## config.mk

```make
export PLATFORM = sky130hd
export DESIGN_NAME = soft_minimum_log_sum_exp_top
export DESIGN_NICKNAME = d
export VERILOG_FILES = /design/src/hdl/smlse_pkg.sv /design/src/hdl/smlse_front.sv /design/src/hdl/smlse_alu.sv /design/src/hdl/smlse_back.sv /design/src/hdl/soft_minimum_log_sum_exp_top.sv
export SDC_FILE = /design/constraint.sdc
export NUM_CORES = 2
export LEC_CHECK = 0
export BUFFER_PORTS_ARGS = -buffer_cell sky130_fd_sc_hd__buf_4
export CORE_MARGIN = 10
export CORE_UTILIZATION = 45
export CTS_CLUSTER_DIAMETER = 40
export CTS_CLUSTER_SIZE = 20
export DETAILED_ROUTE_END_ITERATION = 8
export PLACE_DENSITY = 0.7
export SYNTH_ARGS = -nofsm -noshare
export SYNTH_HDL_FRONTEND = slang
export SYNTH_HIERARCHICAL = 1
export SYNTH_SLANG_ARGS = --single-unit
```

## constraint.sdc

```tcl
create_clock -name clock -period 8.9 [get_ports clock]
set_input_delay 0.445 -clock clock [delete_from_list [all_inputs] [get_ports clock]]
set_output_delay 0.445 -clock clock [all_outputs]
set_load 0.05 [all_outputs]
```

## src/hdl/smlse_pkg.sv

```systemverilog
// ----------------------------------------------------------------------------
// smlse_pkg
// Shared types and constants of the soft-minimum block.
// ----------------------------------------------------------------------------
package smlse_pkg;

   typedef struct packed {
      logic signed [31:0] height;
      logic               set_end;
   } req_type;

   typedef struct packed {
      logic signed [31:0] soft_min;
      logic [16:0]        weight;
      logic [3:0]         height_index;
      logic               run_end;
      logic               overflow;
   } rsp_type;

   // head of the input queue as seen by the back end
   typedef struct packed {
      logic    valid;
      req_type item;
   } fq_type;

   // command to the shared multiply / divide unit
   typedef struct packed {
      logic        start;
      logic        is_div;
      logic [63:0] a;
      logic [63:0] b;
   } alu_cmd_type;

   // status of the unit: product {hi, lo}, quotient in lo
   typedef struct packed {
      logic        done;
      logic [63:0] hi;
      logic [63:0] lo;
   } alu_rsp_type;

   localparam logic [63:0]        Q32_ONE      = 64'h0000_0001_0000_0000;
   localparam logic [63:0]        EXP_NEG_ONE  = 64'd1580030169;
   localparam logic [39:0]        LN_TWO       = 40'd2977044472;
   localparam logic [63:0]        EXP_CUTOFF   = 64'd786432;
   localparam logic [3:0]         TAYLOR_LAST  = 4'd13;
   localparam logic [2:0]         LOG_LAST     = 3'd7;
   localparam logic signed [31:0] MIN_RESET    = 32'sh7FFF_FFFF;
   localparam logic [30:0]        SMOOTH_RESET = 31'd655;
   localparam logic [5:0]         ALU_STEPS    = 6'd63;

endpackage

```

## src/hdl/smlse_front.sv

```systemverilog
// ----------------------------------------------------------------------------
// smlse_front
// Input side: takes height words and queues them for the back end.
// ----------------------------------------------------------------------------
module smlse_front (
   input  logic               clock,
   input  logic               reset,
   input  logic               req_valid,
   output logic               req_stall,
   input  smlse_pkg::req_type req_data,
   output smlse_pkg::fq_type  fq,
   input  logic               pop
);
   import smlse_pkg::*;

   req_type    mem_ff [2];
   logic       wr_ff, wr_in;
   logic       rd_ff, rd_in;
   logic [1:0] cnt_ff, cnt_in;
   logic       push;
   logic       take;

   assign req_stall = (cnt_ff == 2'd2);
   assign push      = req_valid && !req_stall;
   assign take      = pop && (cnt_ff != 2'd0);
   assign fq.valid  = (cnt_ff != 2'd0);
   assign fq.item   = mem_ff[rd_ff];

   always_comb begin
      wr_in  = push ? ~wr_ff : wr_ff;
      rd_in  = take ? ~rd_ff : rd_ff;
      cnt_in = cnt_ff + {1'b0, push} - {1'b0, take};
   end

   always_ff @(posedge clock) begin
      if (push) begin
         mem_ff[wr_ff] <= req_data;
      end
   end

   always_ff @(posedge clock) begin
      if (reset) begin
         wr_ff  <= 1'b0;
         rd_ff  <= 1'b0;
         cnt_ff <= 2'd0;
      end else begin
         wr_ff  <= wr_in;
         rd_ff  <= rd_in;
         cnt_ff <= cnt_in;
      end
   end

endmodule

```

## src/hdl/smlse_alu.sv

```systemverilog
// ----------------------------------------------------------------------------
// smlse_alu
// Shared 64-bit multiplier and divider, one bit per cycle.
// ----------------------------------------------------------------------------
module smlse_alu (
   input  logic                   clock,
   input  logic                   reset,
   input  smlse_pkg::alu_cmd_type cmd,
   output smlse_pkg::alu_rsp_type rsp
);
   import smlse_pkg::*;

   logic        busy_ff, busy_in;
   logic        done_ff, done_in;
   logic        div_ff;
   logic [5:0]  cnt_ff;
   logic [63:0] a_ff;
   logic [64:0] hi_ff, hi_in;
   logic [63:0] lo_ff, lo_in;
   logic [64:0] add_sum;
   logic [64:0] trial;
   logic        fits;

   assign rsp.done = done_ff;
   assign rsp.hi   = hi_ff[63:0];
   assign rsp.lo   = lo_ff;

   always_comb begin
      add_sum = hi_ff + (lo_ff[0] ? {1'b0, a_ff} : 65'd0);
      trial   = {hi_ff[63:0], lo_ff[63]};
      fits    = (trial >= {1'b0, a_ff});
      if (div_ff) begin
         hi_in = fits ? (trial - {1'b0, a_ff}) : trial;
         lo_in = {lo_ff[62:0], fits};
      end else begin
         hi_in = {1'b0, add_sum[64:1]};
         lo_in = {add_sum[0], lo_ff[63:1]};
      end
      busy_in = busy_ff && (cnt_ff != ALU_STEPS);
      done_in = busy_ff && (cnt_ff == ALU_STEPS);
   end

   always_ff @(posedge clock) begin
      if (cmd.start) begin
         // divide keeps the divisor in a_ff and shifts the dividend in lo
         div_ff <= cmd.is_div;
         a_ff   <= cmd.is_div ? cmd.b : cmd.a;
         lo_ff  <= cmd.is_div ? cmd.a : cmd.b;
         hi_ff  <= 65'd0;
         cnt_ff <= 6'd0;
      end else if (busy_ff) begin
         hi_ff  <= hi_in;
         lo_ff  <= lo_in;
         cnt_ff <= cnt_ff + 6'd1;
      end
   end

   always_ff @(posedge clock) begin
      if (reset) begin
         busy_ff <= 1'b0;
         done_ff <= 1'b0;
      end else begin
         busy_ff <= cmd.start ? 1'b1 : busy_in;
         done_ff <= cmd.start ? 1'b0 : done_in;
      end
   end

endmodule

```

## src/hdl/smlse_back.sv

```systemverilog
// ----------------------------------------------------------------------------
// smlse_back
// Back end: loads the set, then runs exp, log and weight through the ALU.
// ----------------------------------------------------------------------------
module smlse_back #(
   parameter int MAX_HEIGHTS = 8
) (
   input  logic                   clock,
   input  logic                   reset,
   input  logic                   csr_wr_en,
   input  logic [30:0]            csr_wr_data,
   input  smlse_pkg::fq_type      fq,
   output logic                   pop,
   output smlse_pkg::alu_cmd_type alu_cmd,
   input  smlse_pkg::alu_rsp_type alu_rsp,
   output logic                   rsp_valid,
   input  logic                   rsp_stall,
   output smlse_pkg::rsp_type     rsp_data
);
   import smlse_pkg::*;

   localparam int IDX_W = (MAX_HEIGHTS > 1) ? $clog2(MAX_HEIGHTS) : 1;

   typedef enum logic [22:0] {
      ST_LOAD    = 23'h000001,
      ST_WAIT    = 23'h000002,
      ST_X_GO    = 23'h000004,
      ST_X_DONE  = 23'h000008,
      ST_T_MUL   = 23'h000010,
      ST_T_DIV   = 23'h000020,
      ST_T_ACC   = 23'h000040,
      ST_V_CHK   = 23'h000080,
      ST_V_DONE  = 23'h000100,
      ST_STORE_E = 23'h000200,
      ST_L_Q     = 23'h000400,
      ST_L_NORM  = 23'h000800,
      ST_SHIFT   = 23'h001000,
      ST_Z_DONE  = 23'h002000,
      ST_Z2_DONE = 23'h004000,
      ST_P_DIV   = 23'h008000,
      ST_P_ACC   = 23'h010000,
      ST_P_MUL   = 23'h020000,
      ST_FIN_M   = 23'h040000,
      ST_SOFT    = 23'h080000,
      ST_W_GO    = 23'h100000,
      ST_W_DONE  = 23'h200000,
      ST_EMIT    = 23'h400000
   } state_type;

   logic signed [31:0] height_store [MAX_HEIGHTS];
   logic [16:0]        exp_store    [MAX_HEIGHTS];

   state_type          st_ff, st_in, ret_ff, ret_in;
   logic [30:0]        smooth_ff;
   logic [4:0]         cnt_ff, cnt_in;
   logic signed [31:0] min_ff, min_in;
   logic [20:0]        sum_ff, sum_in;
   logic               drop_ff, drop_in;
   logic [4:0]         idx_ff, idx_in;
   logic [3:0]         n_ff, n_in;
   logic [31:0]        r_ff, r_in;
   logic [32:0]        t_ff, t_in;
   logic signed [34:0] tacc_ff, tacc_in;
   logic [3:0]         ti_ff, ti_in;
   logic [32:0]        v_ff, v_in;
   logic [32:0]        q_ff, q_in;
   logic [39:0]        klog_ff, klog_in;
   logic [31:0]        z2_ff, z2_in;
   logic [31:0]        p_ff, p_in;
   logic [2:0]         j_ff, j_in;
   logic [34:0]        lacc_ff, lacc_in;
   logic signed [31:0] soft_ff, soft_in;
   logic [16:0]        w_ff, w_in;
   logic               rsp_valid_ff, rsp_valid_in;
   rsp_type            rsp_data_ff, rsp_data_in;
   logic signed [31:0] h_rd_ff;
   logic [16:0]        e_rd_ff;

   logic [30:0]        s_eff;
   logic               store_h;
   logic               store_e;
   logic [16:0]        e_val;
   logic signed [32:0] u_diff;
   logic signed [34:0] tacc_nx;
   logic [64:0]        v_round;
   logic [35:0]        twice;
   logic [39:0]        m_val;
   logic [64:0]        d_round;
   logic signed [40:0] tot;
   logic               last_idx;

   assign s_eff     = (smooth_ff == 31'd0) ? 31'd1 : smooth_ff;
   assign rsp_valid = rsp_valid_ff;
   assign rsp_data  = rsp_data_ff;
   assign last_idx  = (idx_ff == cnt_ff - 5'd1);

   always_comb begin
      st_in        = st_ff;
      ret_in       = ret_ff;
      cnt_in       = cnt_ff;
      min_in       = min_ff;
      sum_in       = sum_ff;
      drop_in      = drop_ff;
      idx_in       = idx_ff;
      n_in         = n_ff;
      r_in         = r_ff;
      t_in         = t_ff;
      tacc_in      = tacc_ff;
      ti_in        = ti_ff;
      v_in         = v_ff;
      q_in         = q_ff;
      klog_in      = klog_ff;
      z2_in        = z2_ff;
      p_in         = p_ff;
      j_in         = j_ff;
      lacc_in      = lacc_ff;
      soft_in      = soft_ff;
      w_in         = w_ff;
      rsp_valid_in = rsp_valid_ff && rsp_stall;
      rsp_data_in  = rsp_data_ff;
      pop          = 1'b0;
      store_h      = 1'b0;
      store_e      = 1'b0;
      alu_cmd      = '0;
      e_val        = v_ff[32:16] + {16'd0, v_ff[15]};
      u_diff       = {h_rd_ff[31], h_rd_ff} - {min_ff[31], min_ff};
      tacc_nx      = ti_ff[0] ? (tacc_ff - $signed({2'b00, alu_rsp.lo[32:0]}))
                              : (tacc_ff + $signed({2'b00, alu_rsp.lo[32:0]}));
      v_round      = {1'b0, alu_rsp.lo} + 65'h0_8000_0000;
      twice        = {lacc_ff, 1'b0};
      m_val        = (klog_ff <= {4'd0, twice}) ? 40'd0 : (klog_ff - {4'd0, twice});
      d_round      = {1'b0, alu_rsp.lo} + 65'h0_0080_0000;
      tot          = {{9{min_ff[31]}}, min_ff} + $signed({1'b0, d_round[63:24]});

      case (st_ff)
         ST_LOAD: begin
            pop = fq.valid;
            if (fq.valid) begin
               if (cnt_ff < 5'(MAX_HEIGHTS)) begin
                  store_h = 1'b1;
                  cnt_in  = cnt_ff + 5'd1;
                  if (fq.item.height < min_ff) begin
                     min_in = fq.item.height;
                  end
               end else begin
                  drop_in = 1'b1;
               end
               if (fq.item.set_end) begin
                  sum_in = 21'd0;
                  idx_in = 5'd0;
                  st_in  = ST_X_GO;
               end
            end
         end
         ST_WAIT: begin
            if (alu_rsp.done) begin
               st_in = ret_ff;
            end
         end
         ST_X_GO: begin
            alu_cmd.start  = 1'b1;
            alu_cmd.is_div = 1'b1;
            alu_cmd.a      = {15'd0, u_diff, 16'd0};
            alu_cmd.b      = {33'd0, s_eff};
            ret_in         = ST_X_DONE;
            st_in          = ST_WAIT;
         end
         ST_X_DONE: begin
            if (alu_rsp.lo >= EXP_CUTOFF) begin
               v_in  = 33'd0;
               st_in = ST_STORE_E;
            end else begin
               n_in    = alu_rsp.lo[19:16];
               r_in    = {alu_rsp.lo[15:0], 16'd0};
               t_in    = Q32_ONE[32:0];
               tacc_in = $signed({2'b00, Q32_ONE[32:0]});
               ti_in   = 4'd1;
               st_in   = ST_T_MUL;
            end
         end
         ST_T_MUL: begin
            alu_cmd.start = 1'b1;
            alu_cmd.a     = {31'd0, t_ff};
            alu_cmd.b     = {32'd0, r_ff};
            ret_in        = ST_T_DIV;
            st_in         = ST_WAIT;
         end
         ST_T_DIV: begin
            alu_cmd.start  = 1'b1;
            alu_cmd.is_div = 1'b1;
            alu_cmd.a      = {32'd0, alu_rsp.lo[63:32]};
            alu_cmd.b      = {60'd0, ti_ff};
            ret_in         = ST_T_ACC;
            st_in          = ST_WAIT;
         end
         ST_T_ACC: begin
            t_in    = alu_rsp.lo[32:0];
            tacc_in = tacc_nx;
            if (ti_ff == TAYLOR_LAST) begin
               v_in  = tacc_nx[34] ? 33'd0 : tacc_nx[32:0];
               st_in = ST_V_CHK;
            end else begin
               ti_in = ti_ff + 4'd1;
               st_in = ST_T_MUL;
            end
         end
         ST_V_CHK: begin
            if (n_ff == 4'd0) begin
               st_in = ST_STORE_E;
            end else begin
               alu_cmd.start = 1'b1;
               alu_cmd.a     = {31'd0, v_ff};
               alu_cmd.b     = EXP_NEG_ONE;
               ret_in        = ST_V_DONE;
               st_in         = ST_WAIT;
            end
         end
         ST_V_DONE: begin
            v_in  = v_round[64:32];
            n_in  = n_ff - 4'd1;
            st_in = ST_V_CHK;
         end
         ST_STORE_E: begin
            store_e = 1'b1;
            sum_in  = sum_ff + {4'd0, e_val};
            if (last_idx) begin
               st_in = ST_L_Q;
            end else begin
               idx_in = idx_ff + 5'd1;
               st_in  = ST_X_GO;
            end
         end
         ST_L_Q: begin
            alu_cmd.start  = 1'b1;
            alu_cmd.is_div = 1'b1;
            alu_cmd.a      = {27'd0, sum_ff, 16'd0};
            alu_cmd.b      = {59'd0, cnt_ff};
            ret_in         = ST_L_NORM;
            st_in          = ST_WAIT;
         end
         ST_L_NORM: begin
            q_in    = alu_rsp.lo[32:0];
            klog_in = 40'd0;
            lacc_in = 35'd0;
            st_in   = (alu_rsp.lo == 64'd0) ? ST_FIN_M : ST_SHIFT;
         end
         ST_SHIFT: begin
            if (!q_ff[32]) begin
               // normalize q into [1, 2) one bit a cycle
               q_in    = {q_ff[31:0], 1'b0};
               klog_in = klog_ff + LN_TWO;
            end else begin
               alu_cmd.start  = 1'b1;
               alu_cmd.is_div = 1'b1;
               alu_cmd.a      = {q_ff[31:0], 32'd0};
               alu_cmd.b      = {31'd0, q_ff} + Q32_ONE;
               ret_in         = ST_Z_DONE;
               st_in          = ST_WAIT;
            end
         end
         ST_Z_DONE: begin
            p_in          = alu_rsp.lo[31:0];
            alu_cmd.start = 1'b1;
            alu_cmd.a     = {32'd0, alu_rsp.lo[31:0]};
            alu_cmd.b     = {32'd0, alu_rsp.lo[31:0]};
            ret_in        = ST_Z2_DONE;
            st_in         = ST_WAIT;
         end
         ST_Z2_DONE: begin
            z2_in   = alu_rsp.lo[63:32];
            lacc_in = 35'd0;
            j_in    = 3'd0;
            st_in   = ST_P_DIV;
         end
         ST_P_DIV: begin
            alu_cmd.start  = 1'b1;
            alu_cmd.is_div = 1'b1;
            alu_cmd.a      = {32'd0, p_ff};
            alu_cmd.b      = {60'd0, j_ff, 1'b1};
            ret_in         = ST_P_ACC;
            st_in          = ST_WAIT;
         end
         ST_P_ACC: begin
            lacc_in = lacc_ff + {3'd0, alu_rsp.lo[31:0]};
            if (j_ff == LOG_LAST) begin
               st_in = ST_FIN_M;
            end else begin
               alu_cmd.start = 1'b1;
               alu_cmd.a     = {32'd0, p_ff};
               alu_cmd.b     = {32'd0, z2_ff};
               ret_in        = ST_P_MUL;
               st_in         = ST_WAIT;
            end
         end
         ST_P_MUL: begin
            p_in  = alu_rsp.lo[63:32];
            j_in  = j_ff + 3'd1;
            st_in = ST_P_DIV;
         end
         ST_FIN_M: begin
            alu_cmd.start = 1'b1;
            alu_cmd.a     = {32'd0, m_val[39:8]};
            alu_cmd.b     = {33'd0, s_eff};
            ret_in        = ST_SOFT;
            st_in         = ST_WAIT;
         end
         ST_SOFT: begin
            soft_in = (tot > 41'sd2147483647) ? MIN_RESET : tot[31:0];
            idx_in  = 5'd0;
            st_in   = ST_W_GO;
         end
         ST_W_GO: begin
            if (sum_ff == 21'd0) begin
               w_in  = 17'd0;
               st_in = ST_EMIT;
            end else begin
               alu_cmd.start  = 1'b1;
               alu_cmd.is_div = 1'b1;
               alu_cmd.a      = {31'd0, e_rd_ff, 16'd0} + {44'd0, sum_ff[20:1]};
               alu_cmd.b      = {43'd0, sum_ff};
               ret_in         = ST_W_DONE;
               st_in          = ST_WAIT;
            end
         end
         ST_W_DONE: begin
            w_in  = alu_rsp.lo[16:0];
            st_in = ST_EMIT;
         end
         ST_EMIT: begin
            if (!rsp_valid_ff || !rsp_stall) begin
               rsp_valid_in              = 1'b1;
               rsp_data_in.soft_min      = soft_ff;
               rsp_data_in.weight        = w_ff;
               rsp_data_in.height_index  = idx_ff[3:0];
               rsp_data_in.run_end       = last_idx;
               rsp_data_in.overflow      = drop_ff;
               if (last_idx) begin
                  cnt_in  = 5'd0;
                  min_in  = MIN_RESET;
                  sum_in  = 21'd0;
                  drop_in = 1'b0;
                  st_in   = ST_LOAD;
               end else begin
                  idx_in = idx_ff + 5'd1;
                  st_in  = ST_W_GO;
               end
            end
         end
         default: begin
            st_in = ST_LOAD;
         end
      endcase
   end

   always_ff @(posedge clock) begin
      if (store_h) begin
         height_store[cnt_ff[IDX_W-1:0]] <= fq.item.height;
      end
      if (store_e) begin
         exp_store[idx_ff[IDX_W-1:0]] <= e_val;
      end
      // read ahead at the next index; forward a height written this cycle
      if (store_h && (cnt_ff[IDX_W-1:0] == idx_in[IDX_W-1:0])) begin
         h_rd_ff <= fq.item.height;
      end else begin
         h_rd_ff <= height_store[idx_in[IDX_W-1:0]];
      end
      e_rd_ff <= exp_store[idx_in[IDX_W-1:0]];
   end

   always_ff @(posedge clock) begin
      n_ff        <= n_in;
      r_ff        <= r_in;
      t_ff        <= t_in;
      tacc_ff     <= tacc_in;
      ti_ff       <= ti_in;
      v_ff        <= v_in;
      q_ff        <= q_in;
      klog_ff     <= klog_in;
      z2_ff       <= z2_in;
      p_ff        <= p_in;
      j_ff        <= j_in;
      lacc_ff     <= lacc_in;
      soft_ff     <= soft_in;
      w_ff        <= w_in;
      rsp_data_ff <= rsp_data_in;
      ret_ff      <= ret_in;
      idx_ff      <= idx_in;
   end

   always_ff @(posedge clock) begin
      if (reset) begin
         st_ff        <= ST_LOAD;
         smooth_ff    <= SMOOTH_RESET;
         cnt_ff       <= 5'd0;
         min_ff       <= MIN_RESET;
         sum_ff       <= 21'd0;
         drop_ff      <= 1'b0;
         rsp_valid_ff <= 1'b0;
      end else begin
         st_ff        <= st_in;
         smooth_ff    <= csr_wr_en ? csr_wr_data : smooth_ff;
         cnt_ff       <= cnt_in;
         min_ff       <= min_in;
         sum_ff       <= sum_in;
         drop_ff      <= drop_in;
         rsp_valid_ff <= rsp_valid_in;
      end
   end

endmodule

```

## src/hdl/soft_minimum_log_sum_exp_top.sv

```systemverilog
// ----------------------------------------------------------------------------
// soft_minimum_log_sum_exp_top
// Soft minimum of a set of heights by log-sum-exp, with per-height weights.
// ----------------------------------------------------------------------------
// Usage:
//   req_* carries one signed Q16.16 height per word; set_end closes the set.
//   A two-word queue takes heights while the back end is busy; req_stall
//   rises only when that queue is full.
//   A closed set produces one rsp_* word per stored height, in load order,
//   with soft_min, weight, index, run_end on the last one and overflow if
//   heights beyond MAX_HEIGHTS were dropped.
//   csr_wr_en/csr_wr_data write the smoothing scale (0 acts as 1); write it
//   only while the block is idle.
// Operation:
//   Loading takes one height per cycle while the queue holds one. All
//   arithmetic runs on one shared bit-serial multiply/divide unit: 1 to 38
//   operations per height for exp, up to 19 for the log and final scaling,
//   and one divide per result for its weight. The next set loads after the
//   last word of a set.
// Reset clears the set, the queue and the output register and loads the
// smoothing scale with 655. A stalled result holds in the output register
// and the back end waits before loading the next one.
// ----------------------------------------------------------------------------
module soft_minimum_log_sum_exp_top #(
   parameter int MAX_HEIGHTS = 8
) (
   input  logic               clock,
   input  logic               reset,
   input  logic               req_valid,
   output logic               req_stall,
   input  smlse_pkg::req_type req_data,
   output logic               rsp_valid,
   input  logic               rsp_stall,
   output smlse_pkg::rsp_type rsp_data,
   input  logic               csr_wr_en,
   input  logic [30:0]        csr_wr_data
);
   import smlse_pkg::*;

   fq_type      fq;
   logic        pop;
   alu_cmd_type alu_cmd;
   alu_rsp_type alu_rsp;

   smlse_front u_front (
      .clock     (clock),
      .reset     (reset),
      .req_valid (req_valid),
      .req_stall (req_stall),
      .req_data  (req_data),
      .fq        (fq),
      .pop       (pop)
   );

   smlse_alu u_alu (
      .clock (clock),
      .reset (reset),
      .cmd   (alu_cmd),
      .rsp   (alu_rsp)
   );

   smlse_back #(
      .MAX_HEIGHTS (MAX_HEIGHTS)
   ) u_back (
      .clock       (clock),
      .reset       (reset),
      .csr_wr_en   (csr_wr_en),
      .csr_wr_data (csr_wr_data),
      .fq          (fq),
      .pop         (pop),
      .alu_cmd     (alu_cmd),
      .alu_rsp     (alu_rsp),
      .rsp_valid   (rsp_valid),
      .rsp_stall   (rsp_stall),
      .rsp_data    (rsp_data)
   );

endmodule

```

==> impl_metrics.env <==
export IMPL_drive_gt1_share_pct=11.4
export IMPL_via_per_inst=6.46
export IMPL_placed_area_mm2=0.0774
export IMPL_avgSynthCellArea_um2=10.0
export IMPL_vias=63585
export IMPL_power_frac_comb_pct=35.5
export IMPL_rows=149
export IMPL_hold_viol=0
export IMPL_clock_sinks=1213
export IMPL_status="finished, violations left"
export IMPL_wire_per_inst_um=28.3
export IMPL_start_kind="flop"
export IMPL_initial_core_util_pct=45.2
export IMPL_grt_pass1_vias=60248
export IMPL_drt_initial_drc_count=9065
export IMPL_hold_path_class="input port to flop"
export IMPL_layout_nets=7935
export IMPL_io_pins=126
export IMPL_powerDensity_mw_per_mm2=272
export IMPL_yosys_warnings=6
export IMPL_cp_startpoint="u_alu/lo_ff[5]"
export IMPL_fill_cells=14510
export IMPL_cts_tree="built"
export IMPL_violations="DRC"
export IMPL_p_int_mw=14.0
export IMPL_holdBufCountCts=65
export IMPL_p_sw_share_pct=39.1
export IMPL_coreArea_mm2=0.165
export IMPL_grt_pass1_wl_um=403000
export IMPL_synthCells=7410
export IMPL_clkSlewWorstSetupHoldPaths_ps=70
export IMPL_worstRegToRegCells=17
export IMPL_ant_nets=0
export IMPL_relSlewSlack_pct=12.4
export IMPL_dp_hpwl_um=198000
export IMPL_period_needed_ps=6840
export IMPL_p_leak_nw=32.1
export IMPL_worst_pin_slew_ps=1310
export IMPL_crit_type="flop to flop"
export IMPL_worstReg2RegStart="u_alu/lo_ff[5]"
export IMPL_grt_max_degree=84
export IMPL_clock_path_buffers=3
export IMPL_pwr_share_seq_pct=32.1
export IMPL_cap_viol_max_count=0
export IMPL_pwr_share_clk_pct=32.4
export IMPL_power_mw=23.0
export IMPL_htreeDepth=4
export IMPL_cts_buffers=181
export IMPL_die_area_mm2=0.182
export IMPL_cp_end_kind="flop"
export IMPL_clock_latency_ps=870
export IMPL_clockRootBuffer="clkbuf_16"
export IMPL_design_area_mm2=0.0846
export IMPL_track_usage_pct=29.4
export IMPL_cp_arrival_ps=7450
export IMPL_worstPathRequired_ps=9510
export IMPL_hold_depth=2
export IMPL_worstHoldStart="reset"
export IMPL_cts_repair_resized=0
export IMPL_cp_max_fo=24
export IMPL_drc=4
export IMPL_place_port_buffers=125
export IMPL_overflow=0
export IMPL_die_w_um=426
export IMPL_worst_clock_skew_ps=87.9
export IMPL_period_share_pct=76.8
export IMPL_fin_setup_tns_ps=0
export IMPL_grt_antenna_before_repair=19
export IMPL_slew_viol_final=0
export IMPL_vdd_ir_drop_max_mv=0.229
export IMPL_routed_wirelength_um=279000
export IMPL_rsz0062_at_grt="false"
export IMPL_die_y_um=426
export IMPL_post_cts_buffers=0
export IMPL_drt_pass1_iter_count=9
export IMPL_clock_fmax_mhz=146
export IMPL_setup_viol=0
export IMPL_p_sw_mw=9.00
export IMPL_synth_area_mm2=0.0743
export IMPL_gp_congestion=1.03
export IMPL_syn2layout_area_growth_pct=13.8
## path summary, 6_finish.rpt
check | endpoint | slack [ps]
worst max register to register | u_back/v_ff[1] | 2060
worst min register to register | u_back/rsp_data[15] | 420
worst min-delay path | u_back/smooth_ff[17] | 110
worst max-delay path | u_back/v_ff[1] | 2060
## area by class of cell
| type | instances | area, um^2 | area share [%] |
|---|---|---|---|
| clock buffer | 205 | 4730 | 5.60 |
| antenna | 9 | 22.5 | 0.0266 |
| multi-input combinational | 5480 | 37300 | 44.1 |
| tap | 2189 | 2740 | 3.24 |
| timing repair buffer | 339 | 2720 | 3.22 |
| sequential | 1213 | 34300 | 40.6 |
| inverter | 273 | 1030 | 1.21 |
| clock inverter | 138 | 1700 | 2.01 |
## routing by layer
| metal | routed length, um | vias to the layer above | global-route usage (%) | part of all wire (%) |
|---|---|---|---|---|
| met4 | 21500 | 20 | 18.9 | 7.7 |
| met2 | 119000 | 4009 | 44.1 | 43 |
| met5 | 130 | - | 0 | 0.047 |
| li1 | - | 28113 | - | - |
| met3 | 33200 | 912 | 8.60 | 12 |
| met1 | 105000 | 30531 | 36.9 | 38 |
## registers in the layout (all words and copies together), names as in the netlist, 33 cells and up, named ones only
name                 count
u_back/klog_ff          37
u_alu/lo_ff             64
u_alu/hi_ff             65
u_back/exp_store       136
u_back/height_store    256
u_back/q_ff             33
u_back/lacc_ff          35
u_back/rsp_data         55
u_back/tacc_ff          35
u_back/v_ff             33
u_front/mem_ff          66
u_alu/a_ff              64
u_back/t_ff             33
## critical path: stages (launching register included)
cell and delay, ps:
edfxtp_1 700, or4_1 640, nor3_1 440, nand3_1 240, nor4_4 470, nor2_1 110, xnor2_1 150, ha_1 370
and2_1 200, a22oi_1 240, nor2b_1 160, o21ai_0 100, o21ai_0 270, o21ai_0 200, o41ai_1 630, o211a_1 450
nand2_1 640, o32ai_1 540
## power groups by stage
stage	combinational, mW	sequential, mW	clock (mW)
after floorplan	5.56	7.21	0
after global placement	7.78	7.46	0
after detailed placement	7.83	7.47	0
after CTS	7.92	7.36	7.50
after global routing	8.78	7.41	7.75
final	8.18	7.39	7.46
## cell usage in the layout, fill, tap and decap left out, drive strengths merged, types with 141 or more instances in the layout
master and instances:
a21oi 522, buf 274, xnor2 252, a21o 166, ha 370, dfxtp 212
nand4 141, nand2 640, nand3 167, inv 319, clkbuf 205, o21ai 374
mux2i 150, nor2 531, a22oi 179, nor3 147, and2 146, edfxtp 1001
xor2 174
## stage by stage
step | util, % | std cells | hold WS (ps) | worst slack (ps)
after detailed placement | 47.0 | 9429 | 405 | 2430
final | 51.4 | 9846 | 112 | 2060
after floorplan | - | 7440 | 400 | 2680
after global placement | 47.0 | 9429 | 407 | 2570
after global routing | 51.3 | 9837 | 99.2 | 1740
after CTS | 51.3 | 9837 | 73.9 | 2350
Power figures use the tool's default switching activity.
